**config.mk**
```make
export PLATFORM = sky130hd
export DESIGN_NAME = hrd_ram
export DESIGN_NICKNAME = d
export VERILOG_FILES = /design/src/rtl/core/hrd_ram.sv
export SDC_FILE = /design/constraint.sdc
export NUM_CORES = 1
export LEC_CHECK = 0
export BUFFER_PORTS_ARGS = -buffer_cell sky130_fd_sc_hd__buf_2
export CORE_MARGIN = 5
export CORE_UTILIZATION = 60
export CTS_CLUSTER_SIZE = 28
export DETAILED_ROUTE_END_ITERATION = 16
export PLACE_DENSITY = 0.78
export SYNTH_ARGS = -nofsm -noshare
export SYNTH_HDL_FRONTEND = slang
export SYNTH_SLANG_ARGS = --single-unit
```
**constraint.sdc**
```tcl
create_clock -name clk -period 2.65 [get_ports clk]
set_clock_uncertainty 0.05 [all_clocks]
set_input_delay 0.53 -clock clk [delete_from_list [all_inputs] [get_ports clk]]
set_output_delay 0.53 -clock clk [all_outputs]
set_load 0.03 [all_outputs]
```
**src/rtl/core/hrd_ram.sv**
```systemverilog
// ----------------------------------------------------------------------------
// hrd_ram
// Simple dual-port synchronous RAM, one write and one registered read port.
// ----------------------------------------------------------------------------
module hrd_ram #(
  parameter int WIDTH = 8,
  parameter int DEPTH = 16
) (
  input  logic                     clk,
  input  logic                     wr_en,
  input  logic [$clog2(DEPTH)-1:0] wr_addr,
  input  logic [WIDTH-1:0]         wr_data,
  input  logic                     rd_en,
  input  logic [$clog2(DEPTH)-1:0] rd_addr,
  output logic [WIDTH-1:0]         rd_data
);

  logic [WIDTH-1:0] mem [DEPTH];

  always_ff @(posedge clk) begin
    if (wr_en) begin
      mem[wr_addr] <= wr_data;
    end
  end

  // hold read data while no read is issued
  always_ff @(posedge clk) begin
    if (rd_en) begin
      rd_data <= mem[rd_addr];
    end
  end

endmodule

```
==> flow_summary.ini <==
[run_status]
status = complete, no violations

[drt]
wl_per_cell_um = 24.7
via_per_inst = 6.25
wirelength_um = 9960
num_vias = 2524
drc = 0
first_iter_violations = 217
drt-pass1-iter-count = 4
ant_nets = 0

[grt]
grt_pass1_vias = 2674
gr-usage-all-layers = 0.213
overflow = 0
antenna_found_initial = 0
grt_pass1_wl_um = 15700
grt_max_degree = 33

[finish]
fill_cells = 504
num_antenna_cells = 0
area_delta_synth_final_pct = 17.9
final_nets = 302
postLayoutCellArea_mm2 = 0.00616
drive_above_1_share = 0.314

[sta]
fin_tns_setup_ns = 0
drv_slew = 0
max_freq_mhz = 593
rsz0062_at_grt = no
min_period_ns = 1.69
hold_viol = 0
tightestPinTransition_ns = 0.772
relSlewSlack = 0.483
fin_crit_sh = 0.636
hold_ws_ns = 0.341
setup_viol = 0

[clocking]
root_buffer = clkbuf_8
clk_latency_ns = 0.51
cts_max_path_buffers = 2
cts.clk_slew.worst_paths_ns = 0.06
cts_made_buffers = 17
holdBufCountCts = 0
cts_tree = yes
post-cts-setup-buffer-count = 0
cts.sinks = 136
h-tree-depth = 4
post_cts_resized = 0

[synthesis]
async_flop_share = 0
synth-seq-area-share = 0.781
netlist-cell-type-count = 18
synthFlopType = edfxtp_1
synth_top_area_frac = 0.781
synth_nets = 248
synth_common_cells = edfxtp_1, mux4_2, a22oi_1
synth_cells = 229
synth_seq_cells = 136
synth.most_common_cell = edfxtp_1
avgSynthCellArea_um2 = 22.8
netlist_top_cells_area = edfxtp_1, mux4_2, mux4_1
synth_area_mm2 = 0.00523
yosysWarnings = 0
yosysTopAreaCell = edfxtp_1
synth_edf_count = 136

[placement]
hpwl_um = 6210
gp_congestion = 0.767
io_buffers = 26
placed_cell_area_mm2 = 0.00556

[floorplan]
floorplan.initialDensity = 0.608
die_h_um = 103
die-area_mm2 = 0.0107
die_x_um = 103
num_rows = 34
io_pins = 27
coreArea_mm2 = 0.00859

[power_and_ir_drop]
totalPowerFinal_mw = 5.04
p_int_mw = 4.04
vdd_drop_max_uv = 566
p_per_area_mw_per_mm2 = 818
p_switching_mw = 0.999
sw_frac_of_total = 0.198
power_frac_comb = 0.047
power_frac_seq = 0.484
p_leak_nw = 2.11
p_clk_frac = 0.469

[run]
maxCapViolations = 0

[critical_path]
cp_slowest_cell = edfxtp_1
cp_top_family = flip-flops
crit_type = flop to output pin
crit_arrival_ns = 1.11
r2r_slack_ns = 1.09
path_buf_inv = 1
crit_fanout = 1
slowest_delay_ns = 0.40
required_ns = 2.07
cp-start-kind = flop
worstPathCellList = buf_2
end_kind = output pin

[hold_path]
hold_path_class = primary input to flop
==> kinds of logic (layout without fill, tap and decap cells) <==
kind of cell | count (synthesis) | in the layout | synth area share
buf+inv | 10 | 77 | 0.0165
flops | 136 | 136 | 0.781
mux | 32 | 32 | 0.148
compound gates | 16 | 16 | 0.0230
simple gates | 35 | 35 | 0.0314
==> final cells by class <==
class	instances	area, um^2	area share
well taps	108	135	0.0219
repair buffers	45	285	0.0463
clock inverters	13	178	0.0288
clock buffers	19	422	0.0684
multi-input cells	83	1060	0.172
flip-flops and latches	136	4080	0.663
==> per-layer routing <==
layer	global-route usage	routed length, um	vias to the layer above
met2	0.331	5020	114
met1	0.298	4250	1313
met5	0	0	-
li1	-	-	1092
met4	0.0876	88	0
met3	0.0456	613	5
==> through the flow <==
stage / utilization / setup slack (ns) / cells
floorplan: - / 0.577 / 229
global placement: 0.647 / 0.459 / 372
detailed placement: 0.647 / 0.457 / 372
CTS: 0.717 / 0.928 / 404
global route: 0.717 / 0.918 / 404
finish: 0.717 / 0.964 / 404
==> power groups by stage <==
stage	registers (mW)	logic, mW	clock network (mW)
floorplan	2.50	0.122	0
global placement	2.48	0.230	0
detailed placement	2.48	0.239	0
CTS	2.44	0.239	2.40
global route	2.44	0.257	2.50
finish	2.44	0.236	2.36
==> path summary, 6_finish.rpt <==
check                          to  cells past startpoint                 start
max reg2reg  rd_data[1]$_DFFE_PP_                      3   mem[1][1]$_DFFE_PP_
min          rd_data[2]$_DFFE_PP_                      1                 rd_en
min reg2reg  rd_data[2]$_DFFE_PP_                      3  mem[14][2]$_DFFE_PP_
max                    rd_data[7]                      1  rd_data[7]$_DFFE_PP_
==> cells in the final DEF, fill, tap and decap left out, drive strengths merged <==
cell type,count
bufinv,4
nor2b,1
nor2,13
and2,1
and2b,1
nand2,9
buf,45
or3b,1
clkinvlp,1
nand2b,2
nand3,1
clkinv,7
nand3b,2
clkbuf,19
mux4,32
inv,1
nor3,4
a22oi,16
edfxtp,136
==> flip-flops by register name (all words and copies together), names as in the netlist <==
register,count
rd_data,8
mem,128
Note: power is estimated with default switching activity, not from simulation.
