--- config.mk ---
export PLATFORM = sky130hd
export DESIGN_NAME = hrd_core
export DESIGN_NICKNAME = d
export VERILOG_FILES = /design/src/rtl/core/hrd_pkg.sv /design/src/rtl/core/hrd_core.sv
export SDC_FILE = /design/constraint.sdc
export NUM_CORES = 1
export LEC_CHECK = 0
export BUFFER_PORTS_ARGS = -buffer_cell sky130_fd_sc_hd__buf_4
export CAP_MARGIN = 0
export CORE_AREA = 2 2 119 121
export CTS_BUF_LIST = sky130_fd_sc_hd__clkbuf_8
export DETAILED_ROUTE_END_ITERATION = 8
export DIE_AREA = 0 0 121 123
export PLACE_DENSITY = 0.88
export REMOVE_ABC_BUFFERS = 1
export SLEW_MARGIN = 25
export SYNTH_ARGS = -nofsm -noshare
export SYNTH_HDL_FRONTEND = slang
export SYNTH_SLANG_ARGS = --single-unit
--- constraint.sdc ---
create_clock -name clk -period 5.9 [get_ports clk]
set_clock_uncertainty 0.15 [all_clocks]
set_input_delay 0.59 -clock clk [delete_from_list [all_inputs] [get_ports clk]]
set_output_delay 0.59 -clock clk [all_outputs]
set_load 0.1 [all_outputs]
--- src/rtl/core/hrd_pkg.sv ---
// ----------------------------------------------------------------------------
// hrd_pkg
// Types, sizes and codes shared by the Huffman record decoder modules.
// ----------------------------------------------------------------------------
package hrd_pkg;

  localparam int MAX_NODES      = 512;
  localparam int MAX_TREE_DEPTH = 256;
  localparam int FIELD_COUNT    = 5;

  localparam int NODE_AW  = $clog2(MAX_NODES);
  localparam int STACK_AW = $clog2(MAX_TREE_DEPTH);
  localparam int DEPTH_W  = $clog2(MAX_TREE_DEPTH + 1);
  localparam int CNT_W    = $clog2(MAX_NODES + 1);
  localparam int FIELD_W  = 3;
  localparam int BITS_W   = 4;

  typedef enum logic [1:0] {
    ACT_CLEAR  = 2'd0,
    ACT_TREE   = 2'd1,
    ACT_STREAM = 2'd2,
    ACT_NONE   = 2'd3
  } action_e;

  typedef enum logic [2:0] {
    KIND_TEXT      = 3'd0,
    KIND_FIELD_END = 3'd1,
    KIND_REC_END   = 3'd2,
    KIND_HOUR      = 3'd3,
    KIND_MINUTE    = 3'd4,
    KIND_ERROR     = 3'd5
  } kind_e;

  typedef enum logic [1:0] {
    PH_TEXT   = 2'd0,
    PH_HOUR   = 2'd1,
    PH_MINUTE = 2'd2,
    PH_SPARE  = 2'd3
  } phase_e;

  typedef enum logic [2:0] {
    ST_IDLE,
    ST_T_TOS,
    ST_T_PAR,
    ST_T_UPD,
    ST_WALK,
    ST_FLUSH
  } state_e;

  localparam logic [7:0] ERR_TREE_DONE = 8'd0;
  localparam logic [7:0] ERR_TREE_FULL = 8'd1;
  localparam logic [7:0] ERR_NO_TREE   = 8'd2;
  localparam logic [7:0] ERR_LEAF_ROOT = 8'd3;
  localparam logic [7:0] ERR_FIELD_OVF = 8'd4;

  localparam logic [7:0] SYM_INTERNAL   = 8'd0;
  localparam logic [7:0] SYM_RECORD_END = 8'd1;
  localparam logic [7:0] SYM_FIELD_END  = 8'd2;

  typedef struct packed {
    logic [7:0]         sym;
    logic [NODE_AW-1:0] left;
    logic [NODE_AW-1:0] right;
  } node_t;

  typedef struct packed {
    kind_e              kind;
    logic [7:0]         value;
    logic [FIELD_W-1:0] field;
  } result_t;

  typedef struct packed {
    logic               wr_en;
    logic [NODE_AW-1:0] wr_addr;
    node_t              wr_data;
    logic               rd_en;
    logic [NODE_AW-1:0] rd_addr;
  } node_req_t;

  typedef struct packed {
    logic                wr_en;
    logic [STACK_AW-1:0] wr_addr;
    logic [NODE_AW-1:0]  wr_data;
    logic                rd_en;
    logic [STACK_AW-1:0] rd_addr;
  } stack_req_t;

  typedef struct packed {
    logic idle;
    logic pend_valid;
  } core_status_t;

endpackage

--- src/rtl/core/hrd_core.sv ---
// ----------------------------------------------------------------------------
// hrd_core
// Sequencer for tree building and bitwise decoding over the node and stack
// memories, with a one-entry result buffer that marks the last result.
// ----------------------------------------------------------------------------
module hrd_core
  import hrd_pkg::*;
(
  input  logic                clk,
  input  logic                rst,
  input  logic                in_valid,
  output logic                in_ready,
  input  logic [1:0]          action,
  input  logic [7:0]          byte_value,
  input  logic                out_free,
  output logic                push,
  output result_t             push_res,
  output logic                push_last,
  output node_req_t           node_req,
  input  node_t               node_rd,
  output stack_req_t          stack_req,
  input  logic [NODE_AW-1:0]  stack_rd,
  output core_status_t        status
);

  localparam int DA_W = DEPTH_W + 1;

  state_e state, state_next;

  logic [CNT_W-1:0]   node_count;
  logic [DEPTH_W-1:0] stack_depth;
  logic               tree_ready;
  logic [NODE_AW-1:0] walk;
  logic [FIELD_W-1:0] current_field;
  phase_e             record_phase;
  logic [7:0]         root_sym;
  logic [NODE_AW-1:0] root_left;
  logic [NODE_AW-1:0] root_right;
  logic [7:0]         byte_reg;
  logic [NODE_AW-1:0] parent;
  node_t              pent;
  logic               left_set;
  logic [NODE_AW-1:0] nidx;
  logic [BITS_W-1:0]  bits_left;
  logic               arrived;
  logic               pend_valid;
  result_t            pend;

  action_e            act;
  logic               accept;
  logic               idle_emit;
  result_t            idle_res;
  logic               tree_full;

  logic               par_left_set;
  logic [DA_W-1:0]    depth_after;
  logic               overflow;
  node_t              upd;
  logic [DEPTH_W-1:0] depth_pop;
  logic [DEPTH_W-1:0] depth_final;
  logic [DEPTH_W-1:0] depth_m1;

  logic               sym_hit;
  logic [NODE_AW-1:0] ch_left;
  logic [NODE_AW-1:0] ch_right;
  logic [BITS_W-1:0]  bits_m1;
  logic               wbit;
  logic [NODE_AW-1:0] w_next;
  logic               field_last;
  result_t            w_res;
  logic               stall;
  logic               w_done;

  assign act       = action_e'(action);
  assign accept    = in_valid && (state == ST_IDLE);
  assign tree_full = node_count >= CNT_W'(MAX_NODES);
  assign depth_m1  = stack_depth - DEPTH_W'(1);

  // single results that are decided at acceptance
  always_comb begin
    idle_emit = 1'b0;
    idle_res  = '{kind: KIND_ERROR, value: ERR_TREE_DONE, field: '0};
    case (act)
      ACT_TREE: begin
        if (tree_ready) begin
          idle_emit = 1'b1;
        end else if (tree_full) begin
          idle_emit      = 1'b1;
          idle_res.value = ERR_TREE_FULL;
        end
      end
      ACT_STREAM: begin
        idle_emit = 1'b1;
        case (record_phase)
          PH_HOUR: begin
            idle_res = '{kind: KIND_HOUR, value: byte_value, field: '0};
          end
          PH_MINUTE: begin
            idle_res = '{kind: KIND_MINUTE, value: byte_value, field: '0};
          end
          default: begin
            if (!tree_ready) begin
              idle_res.value = ERR_NO_TREE;
            end else if (root_sym != SYM_INTERNAL) begin
              idle_res.value = ERR_LEAF_ROOT;
            end else begin
              idle_emit = 1'b0;
            end
          end
        endcase
      end
      default: begin
        idle_emit = 1'b0;
      end
    endcase
  end

  // tree insertion against the parent entry read back from memory
  assign par_left_set = node_rd.left != '0;
  assign depth_after  = DA_W'(stack_depth) - DA_W'(par_left_set)
                        + DA_W'(byte_reg == SYM_INTERNAL);
  assign overflow     = depth_after > DA_W'(MAX_TREE_DEPTH);
  assign depth_pop    = stack_depth - DEPTH_W'(left_set);
  assign depth_final  = depth_pop + DEPTH_W'(byte_reg == SYM_INTERNAL);

  always_comb begin
    upd = pent;
    if (left_set) begin
      upd.right = nidx;
    end else begin
      upd.left = nidx;
    end
  end

  // one step per cycle unless stalled; a leaf restarts at the cached root
  assign sym_hit  = arrived && (node_rd.sym != SYM_INTERNAL);
  assign ch_left  = sym_hit ? root_left : node_rd.left;
  assign ch_right = sym_hit ? root_right : node_rd.right;
  assign bits_m1  = bits_left - BITS_W'(1);
  assign wbit     = byte_reg[bits_m1[2:0]];
  assign w_next   = wbit ? ch_left : ch_right;
  assign field_last = (4'(current_field) + 4'd1) >= 4'(FIELD_COUNT);
  assign stall    = (state == ST_WALK) && sym_hit && pend_valid && !out_free;
  assign w_done   = (sym_hit && (node_rd.sym == SYM_RECORD_END)) || (bits_left == '0);

  always_comb begin
    case (node_rd.sym)
      SYM_RECORD_END: begin
        w_res = '{kind: KIND_REC_END, value: SYM_RECORD_END, field: current_field};
      end
      SYM_FIELD_END: begin
        if (field_last) begin
          w_res = '{kind: KIND_ERROR, value: ERR_FIELD_OVF, field: '0};
        end else begin
          w_res = '{kind: KIND_FIELD_END, value: SYM_FIELD_END, field: current_field};
        end
      end
      default: begin
        w_res = '{kind: KIND_TEXT, value: node_rd.sym, field: current_field};
      end
    endcase
  end

  // next state
  always_comb begin
    state_next = state;
    case (state)
      ST_IDLE: begin
        if (accept) begin
          case (act)
            ACT_TREE: begin
              if (idle_emit) begin
                state_next = ST_FLUSH;
              end else if (node_count != '0) begin
                state_next = ST_T_TOS;
              end
            end
            ACT_STREAM: begin
              state_next = idle_emit ? ST_FLUSH : ST_WALK;
            end
            default: begin
              state_next = ST_IDLE;
            end
          endcase
        end
      end
      ST_T_TOS: state_next = ST_T_PAR;
      ST_T_PAR: state_next = overflow ? ST_FLUSH : ST_T_UPD;
      ST_T_UPD: state_next = ST_IDLE;
      ST_WALK: begin
        if (!stall && w_done) begin
          state_next = ST_FLUSH;
        end
      end
      ST_FLUSH: begin
        if (!pend_valid || out_free) begin
          state_next = ST_IDLE;
        end
      end
      default: state_next = ST_IDLE;
    endcase
  end

  // outputs and memory requests
  always_comb begin
    in_ready  = (state == ST_IDLE);
    push      = 1'b0;
    push_res  = pend;
    push_last = 1'b0;
    node_req  = '0;
    stack_req = '0;
    case (state)
      ST_IDLE: begin
        if (accept && !idle_emit) begin
          if (act == ACT_TREE) begin
            if (node_count == '0) begin
              node_req.wr_en     = 1'b1;
              node_req.wr_addr   = '0;
              node_req.wr_data   = '{sym: byte_value, left: '0, right: '0};
              stack_req.wr_en    = (byte_value == SYM_INTERNAL);
              stack_req.wr_addr  = '0;
              stack_req.wr_data  = '0;
            end else begin
              stack_req.rd_en    = 1'b1;
              stack_req.rd_addr  = depth_m1[STACK_AW-1:0];
            end
          end else if (act == ACT_STREAM) begin
            node_req.rd_en   = 1'b1;
            node_req.rd_addr = walk;
          end
        end
      end
      ST_T_TOS: begin
        node_req.rd_en   = 1'b1;
        node_req.rd_addr = stack_rd;
      end
      ST_T_PAR: begin
        if (!overflow) begin
          node_req.wr_en   = 1'b1;
          node_req.wr_addr = node_count[NODE_AW-1:0];
          node_req.wr_data = '{sym: byte_reg, left: '0, right: '0};
        end
      end
      ST_T_UPD: begin
        node_req.wr_en    = 1'b1;
        node_req.wr_addr  = parent;
        node_req.wr_data  = upd;
        stack_req.wr_en   = (byte_reg == SYM_INTERNAL);
        stack_req.wr_addr = depth_pop[STACK_AW-1:0];
        stack_req.wr_data = nidx;
      end
      ST_WALK: begin
        push = sym_hit && pend_valid && out_free;
        if (!stall && !w_done) begin
          node_req.rd_en   = 1'b1;
          node_req.rd_addr = w_next;
        end
      end
      ST_FLUSH: begin
        push      = pend_valid && out_free;
        push_last = 1'b1;
      end
      default: begin
        in_ready = 1'b0;
      end
    endcase
  end

  assign status = '{idle: in_ready, pend_valid: pend_valid};

  always_ff @(posedge clk) begin
    if (rst) begin
      state         <= ST_IDLE;
      node_count    <= '0;
      stack_depth   <= '0;
      tree_ready    <= 1'b0;
      walk          <= '0;
      current_field <= '0;
      record_phase  <= PH_TEXT;
      arrived       <= 1'b0;
      pend_valid    <= 1'b0;
    end else begin
      state <= state_next;
      case (state)
        ST_IDLE: begin
          if (accept) begin
            byte_reg <= byte_value;
            if (idle_emit) begin
              pend       <= idle_res;
              pend_valid <= 1'b1;
            end
            case (act)
              ACT_CLEAR: begin
                node_count    <= '0;
                stack_depth   <= '0;
                tree_ready    <= 1'b0;
                walk          <= '0;
                current_field <= '0;
                record_phase  <= PH_TEXT;
              end
              ACT_TREE: begin
                if (!idle_emit && node_count == '0) begin
                  node_count <= CNT_W'(1);
                  root_sym   <= byte_value;
                  root_left  <= '0;
                  root_right <= '0;
                  if (byte_value == SYM_INTERNAL) begin
                    stack_depth <= DEPTH_W'(1);
                  end else begin
                    tree_ready <= 1'b1;
                  end
                end
              end
              ACT_STREAM: begin
                case (record_phase)
                  PH_HOUR: record_phase <= PH_MINUTE;
                  PH_MINUTE: begin
                    record_phase  <= PH_TEXT;
                    current_field <= '0;
                    walk          <= '0;
                  end
                  default: begin
                    bits_left <= BITS_W'(8);
                    arrived   <= 1'b0;
                  end
                endcase
              end
              default: begin
              end
            endcase
          end
        end
        ST_T_TOS: begin
          parent <= stack_rd;
        end
        ST_T_PAR: begin
          pent     <= node_rd;
          left_set <= par_left_set;
          if (overflow) begin
            pend       <= '{kind: KIND_ERROR, value: ERR_TREE_FULL, field: '0};
            pend_valid <= 1'b1;
          end else begin
            nidx       <= node_count[NODE_AW-1:0];
            node_count <= node_count + CNT_W'(1);
          end
        end
        ST_T_UPD: begin
          stack_depth <= depth_final;
          if (depth_final == '0) begin
            tree_ready <= 1'b1;
          end
          if (parent == '0) begin
            root_left  <= upd.left;
            root_right <= upd.right;
          end
        end
        ST_WALK: begin
          if (!stall) begin
            if (sym_hit) begin
              pend       <= w_res;
              pend_valid <= 1'b1;
              if (node_rd.sym == SYM_FIELD_END && !field_last) begin
                current_field <= current_field + FIELD_W'(1);
              end
              if (node_rd.sym == SYM_RECORD_END) begin
                record_phase <= PH_HOUR;
              end
            end
            if (w_done) begin
              if (sym_hit) begin
                walk <= '0;
              end
            end else begin
              walk      <= w_next;
              arrived   <= 1'b1;
              bits_left <= bits_m1;
            end
          end
        end
        ST_FLUSH: begin
          if (pend_valid && out_free) begin
            pend_valid <= 1'b0;
          end
        end
        default: begin
        end
      endcase
    end
  end

endmodule

==> impl_results.md, run 1 <==
- Mapped Area: 0.00769 mm²
- LEAKAGE: 3.81 nW
- Hold EP: pent[1]
- Overflow after GRT: 0
- Largest net degree at the start of global routing: 46
- Drt pass-1 iters: 7
- Worst r2r src: byte_reg[4]
- Cells after Synth: 770
- Worst reg2reg endpoint: node_count[9]
- Asr flop ratio synth: 0
- Multi-input gate area: 0.00370 mm²
- Site Rows: 43
- Vias in the first global route: 6,393
- Clock Pin Slew Worst Setup and Hold Paths: 80 ps
- Worst r2r path cells: 14
- Initial drt markers: 770
- Met1 wire length: 8.38 mm
- Sequential element share of the synthesized area: 0.480
- Ys flop type: edfxtp_1
- Fmax: 0.190 GHz
- Top cell type's share of synthesized area: 0.379
- Final RePlAce weighted congestion: 0.962
- Power Total: 2.32 mW
- N_diodes: 0
- Max IR drop VDD: 149 µV
- Routed WL: 21.1 mm
- Unique masters post-synth: 68
- Fillcell total: 1,050
- Worst min path class: primary input to flip-flop
- Final setup violation count: 0
- Drt drc: 0
- Worst Min Path Start: node_rd[1]
- Non-Filler Instances: 1,094
- Top routing layer in use: met4
- Hold Violations, Final: 0
- Setup repair after global routing missed its margin: no
- Die Area: 0.0149 mm²
- Met2 Wirelength: 10.2 mm
- Total clock buffers created by CTS: 17
- Final Cycle Share: 0.891
- Dpl cells: 1,063
- Total core area: 0.0136 mm²
- TritonCTS clock tree: done
- I/O pins: 141
- Post-synth EDFFs: 97
- Routed length per instance: 19.3 µm
- Least-Margin Pin Slew: 915 ps
- Power Density: 248 mW/mm²
- Largest Register: pent
- # port buffers: 140
- Worst-skew pair later-pin latency: 440 ps
- CP Launch Type: flip-flop
- Worst hold stages: 1
- TNS Setup: 0 ps
- Critical path data arrival time: 4520 ps
- Routed Antenna Nets: 0
- Most frequent cell after synthesis: nor2_1
- Post-cts resize count: 0
- Slew Limit Fails: 0
- Yosys reg bits: 136
- Worst Setup End Kind: output port
- Layout cell share with drive strength beyond 1: 0.225
- Max FFs per register: 26
- Cell taking the most area after synthesis: edfxtp_1
- Worst path required time: 5160 ps
- Nets: 988
- Crit Path Class: flip-flop to output port
- Clock Sink Count: 136
- Hold Buf Count CTS: 0
- Critical path launch point: byte_reg[4]
- Status: finished clean
- Post-CTS Setup Inserts: 0
- Syn-to-layout area delta: 21.6%
- First-pass GRT wire length: 32.7 mm
- Worst-path fanout max: 21
- Flop-to-flop setup slack: 1320 ps
- Clk buf depth: 2
- Via count: 6,720
- Overall routing resource usage: 0.284
- H-tree depth: 4
- Largest cells by area after synthesis: edfxtp_1 38%, dfxtp_1 10%, ha_1 5.9%
- CTS root buf: clkbuf_8
- Max-cap violations: 0
- Final Critical Period: 5260 ps
- Initial antenna violation count: 0
- Metal3 WL: 1.82 mm
- Syn avg cell area: 9.99 µm²
- Max_slew headroom: 0.388
- DP Wirelength: 15.3 mm
- FF/Latch Area: 0.00369 mm²
- YS warnings: 0
- Starting density of the core: 0.565
- Drt via density: 6.14
- Die height: 123 µm
- Synth cell count leaders: 100 x nor2_1, 97 x edfxtp_1, 59 x nand2_1
- Die extent in x: 121 µm
[cells by family (layout without fill, tap and decap cells)]
family	after synthesis	in the layout	synth area share
simple gates	284	284	0.177
compound gates	168	168	0.161
flops	136	136	0.480
buf+inv	85	229	0.0428
fa+ha+maj	37	37	0.0612
mux	32	32	0.0465
xor+xnor	28	28	0.0319
[final cells by class]
type | instances | share of cell area
timing repair buffer | 152 | 0.122
inverter | 46 | 0.0185
tap | 180 | 0.0241
sequential | 136 | 0.395
clock buffer | 18 | 0.0265
multi-input combinational | 549 | 0.396
clock inverter | 13 | 0.0183
[report_power, final]
| group | switching [mW] | internal (mW) |
|---|---|---|
| clock | 0.376 | 0.432 |
| combinational | 0.321 | 0.126 |
| sequential | 0.0202 | 1.05 |
[how the worst max path moves through the flow]
| stage | end | cells after the start | slack [ps] |
|---|---|---|---|
| floorplan | node_req[28] | 13 | 170 |
| global placement | node_req[28] | 16 | 980 |
| detailed placement | node_req[43] | 16 | 910 |
| CTS | node_req[43] | 15 | 640 |
| global route | node_req[41] | 15 | 380 |
| finish | node_req[41] | 15 | 640 |
[layout by cell type (no fill, tap or decap), drive strengths merged, types with 8 or more instances in the layout]
master,count
and3,11
nor2b,19
nand3,17
or3,12
mux2i,29
ha,36
edfxtp,97
nor3,20
a222oi,8
xnor2,25
buf,152
a22o,24
dfxtp,39
nor2,100
a211oi,14
inv,48
clkbuf,18
a21oi,40
a22oi,15
nand2,59
nor4,12
o21ai,22
[layer usage]
layer / GRT usage / vias up
li1: - / 3093
met1: 0.369 / 3186
met2: 0.474 / 385
met3: 0.0507 / 56
met4: 0.114 / 0
met5: 0 / -
[critical path, stage by stage (launching register included)]
cell      delay (ps)
edfxtp_1         430
nor4_1           330
nand2_1          220
ha_1             340
inv_1             40
ha_1             210
fa_1             410
nor2b_1          170
o21ai_0          250
and4_1           230
o211ai_1          70
or3_1            370
a211oi_2         190
buf_4            320
a22o_1           200
buf_4            290
[through the flow]
stage           util  worst slack, ps  area [µm²]  hold slack (ps)
4_1_cts        0.686              636        9340              155
2_1_floorplan      -              168        7530              281
6_report       0.687              640        9350              177
5_1_grt        0.687              382        9350              155
3_5_place_dp   0.655              907        8920              307
3_3_place_gp   0.655              977        8920              297
Note: power is estimated with default switching activity, not from simulation.
==> inputs of run 2 (changes only) <==
CORE_AREA = 2 2 121 123   (was 2 2 119 121)
CTS_BUF_LIST = sky130_fd_sc_hd__clkbuf_16   (was sky130_fd_sc_hd__clkbuf_8)
DIE_AREA = 0 0 123 125   (was 0 0 121 123)
PLACE_DENSITY = 0.86   (was 0.88)
==> run 2 against run 1 <==
Net effect: hold slack improved by 29 ps; the flow now finishes with violations (DRC); cell count grew 0.18%; count of clock-buffer cells in the layout down 1; largest power group is now clock; clock power up 38%; worst setup slack got worse by 91 ps; sequential share of layout area down 0.79 points; core utilization down 1.5 points; sequential power barely moved; non-clock buffer count is 3 lower.
==> impl_results.md, run 2 (same netlist as run 1, synthesis figures left out) <==
- Setup repair after global routing missed its margin: no
- Drt pass-1 iters: 9
- N_diodes: 0
- TNS Setup: 0 ps
- Worst min path class: primary input to flip-flop
- Worst path required time: 5160 ps
- Routed Antenna Nets: 0
- Vias in the first global route: 6,358
- Post-CTS Setup Inserts: 0
- Hold Buf Count CTS: 0
- # port buffers: 140
- Hold EP: pent[1]
- Fmax: 0.187 GHz
- FF/Latch Area: 0.00369 mm²
- H-tree depth: 4
- Non-Filler Instances: 1,096
- Max-cap violations: 0
- Initial drt markers: 885
- Hold Violations, Final: 0
- Slew Limit Fails: 0
- Overflow after GRT: 0
- Post-cts resize count: 0
- Total core area: 0.0142 mm²
- Final Cycle Share: 0.907
- Starting density of the core: 0.541
- Power Density: 277 mW/mm²
- TritonCTS clock tree: done
- Worst-skew pair later-pin latency: 420 ps
- Critical path data arrival time: 4610 ps
- Drt drc: 3
- Worst Min Path Start: node_rd[1]
- Overall routing resource usage: 0.280
- Worst Setup End Kind: output port
- CTS root buf: clkbuf_16
- Via count: 6,766
- Failing checks: DRC
- Drt via density: 6.17
- Total clock buffers created by CTS: 17
- Die Area: 0.0154 mm²
- Worst-path fanout max: 21
- Worst r2r path cells: 14
- I/O pins: 141
- Most common cell after layout, fill and taps aside: buf_4
- Largest net degree at the start of global routing: 50
- Fillcell total: 1,078
- Dpl cells: 1,064
- Multi-input gate area: 0.00370 mm²
- Clock Pin Slew Worst Setup and Hold Paths: 60 ps
- Layout cell share with drive strength beyond 1: 0.223
- Crit Path Class: flip-flop to output port
- Clock Sink Count: 136
- LEAKAGE: 3.91 nW
- First-pass GRT wire length: 33.3 mm
- Max IR drop VDD: 211 µV
- Routed length per instance: 19.8 µm
- Final Critical Period: 5350 ps
- Least-Margin Pin Slew: 1010 ps
- Flop-to-flop setup slack: 1250 ps
- Nets: 985
- Site Rows: 44
- Worst hold stages: 1
- Clk buf depth: 2
- Status: finished with violations
- Syn-to-layout area delta: 24.1%
- Final setup violation count: 0
- Worst r2r src: byte_reg[0]
- Routed WL: 21.8 mm
- Max_slew headroom: 0.324
- Max FFs per register: 26
- Die height: 125 µm
- Die extent in x: 123 µm
- CP Launch Type: flip-flop
- Initial antenna violation count: 0
- Worst reg2reg endpoint: node_count[9]
- Largest Register: pent
- DP Wirelength: 15.3 mm
- Commonest non-fill, non-tap cells in the layout: 149 x buf_4, 99 x nor2_1, 97 x edfxtp_1, 58 x nand2_1, 47 x inv_1
- Final RePlAce weighted congestion: 0.909
==> run 2: cell types whose count changed in the layout (fill, tap and decap cells not counted), moves of 2 or more <==
| cell | delta |
|---|---|
| clkinv_4 | +4 |
| inv_1 | +2 |
| clkinvlp_4 | -4 |
| clkbuf_16 | +17 |
| buf_4 | -3 |
| clkbuf_8 | -18 |
==> run 2: worst max-delay path, stage by stage, from the launching register on <==
cell	delay (ps)
edfxtp_1	460
nor4_1	300
nand2_1	250
ha_1	360
inv_1	40
ha_1	210
fa_1	400
nor2b_1	160
o21ai_0	280
and4_1	230
o211ai_1	70
or3_1	380
a211oi_2	210
buf_4	340
a22o_1	220
buf_4	310
==> run 2: metal layers <==
metal	vias to the layer above	global-route usage	wire [µm]
li1	3084	-	-
met1	3202	0.373	8840
met2	410	0.463	10500
met3	70	0.0474	1720
met4	0	0.0963	675
met5	-	0	0
==> run 2: layout make-up <==
type | count | share of cell area
Sequential cell | 136 | 0.387
Multi-Input combinational cell | 549 | 0.388
Tap cell | 184 | 0.0241
Inverter | 46 | 0.0181
Timing Repair Buffer | 149 | 0.117
Clock inverter | 15 | 0.0212
Clock buffer | 17 | 0.0446
==> run 2: power breakdown <==
part | internal [mW] | switching, mW
Combinational | 0.125 | 0.325
Clock | 0.709 | 0.412
Sequential | 1.05 | 0.0206
==> run 2: worst max path at each step <==
| stage | to | start | slack (ps) | cells past startpoint |
|---|---|---|---|---|
| after CTS | node_req[39] | byte_reg[0] | 630 | 15 |
| after global routing | node_req[39] | byte_reg[4] | 330 | 15 |
| after detailed placement | node_req[39] | node_rd[12] | 840 | 16 |
| final | node_req[39] | byte_reg[0] | 550 | 15 |
| after global placement | node_req[28] | node_rd[9] | 990 | 16 |
| after floorplan | node_req[28] | node_rd[12] | 170 | 13 |
==> run 2: metrics by stage <==
| stage | hold slack (ps) | total power, mW | area, µm² | worst slack [ps] | util |
|---|---|---|---|---|---|
| 3_3_place_gp | 312 | 1.52 | 8910 | 986 | 0.627 |
| 5_1_grt | 197 | 2.71 | 9540 | 330 | 0.672 |
| 3_5_place_dp | 316 | 1.52 | 8910 | 836 | 0.627 |
| 4_1_cts | 201 | 2.63 | 9540 | 628 | 0.672 |
| 2_1_floorplan | 281 | 1.39 | 7530 | 168 | - |
| 6_report | 206 | 2.64 | 9540 | 549 | 0.672 |
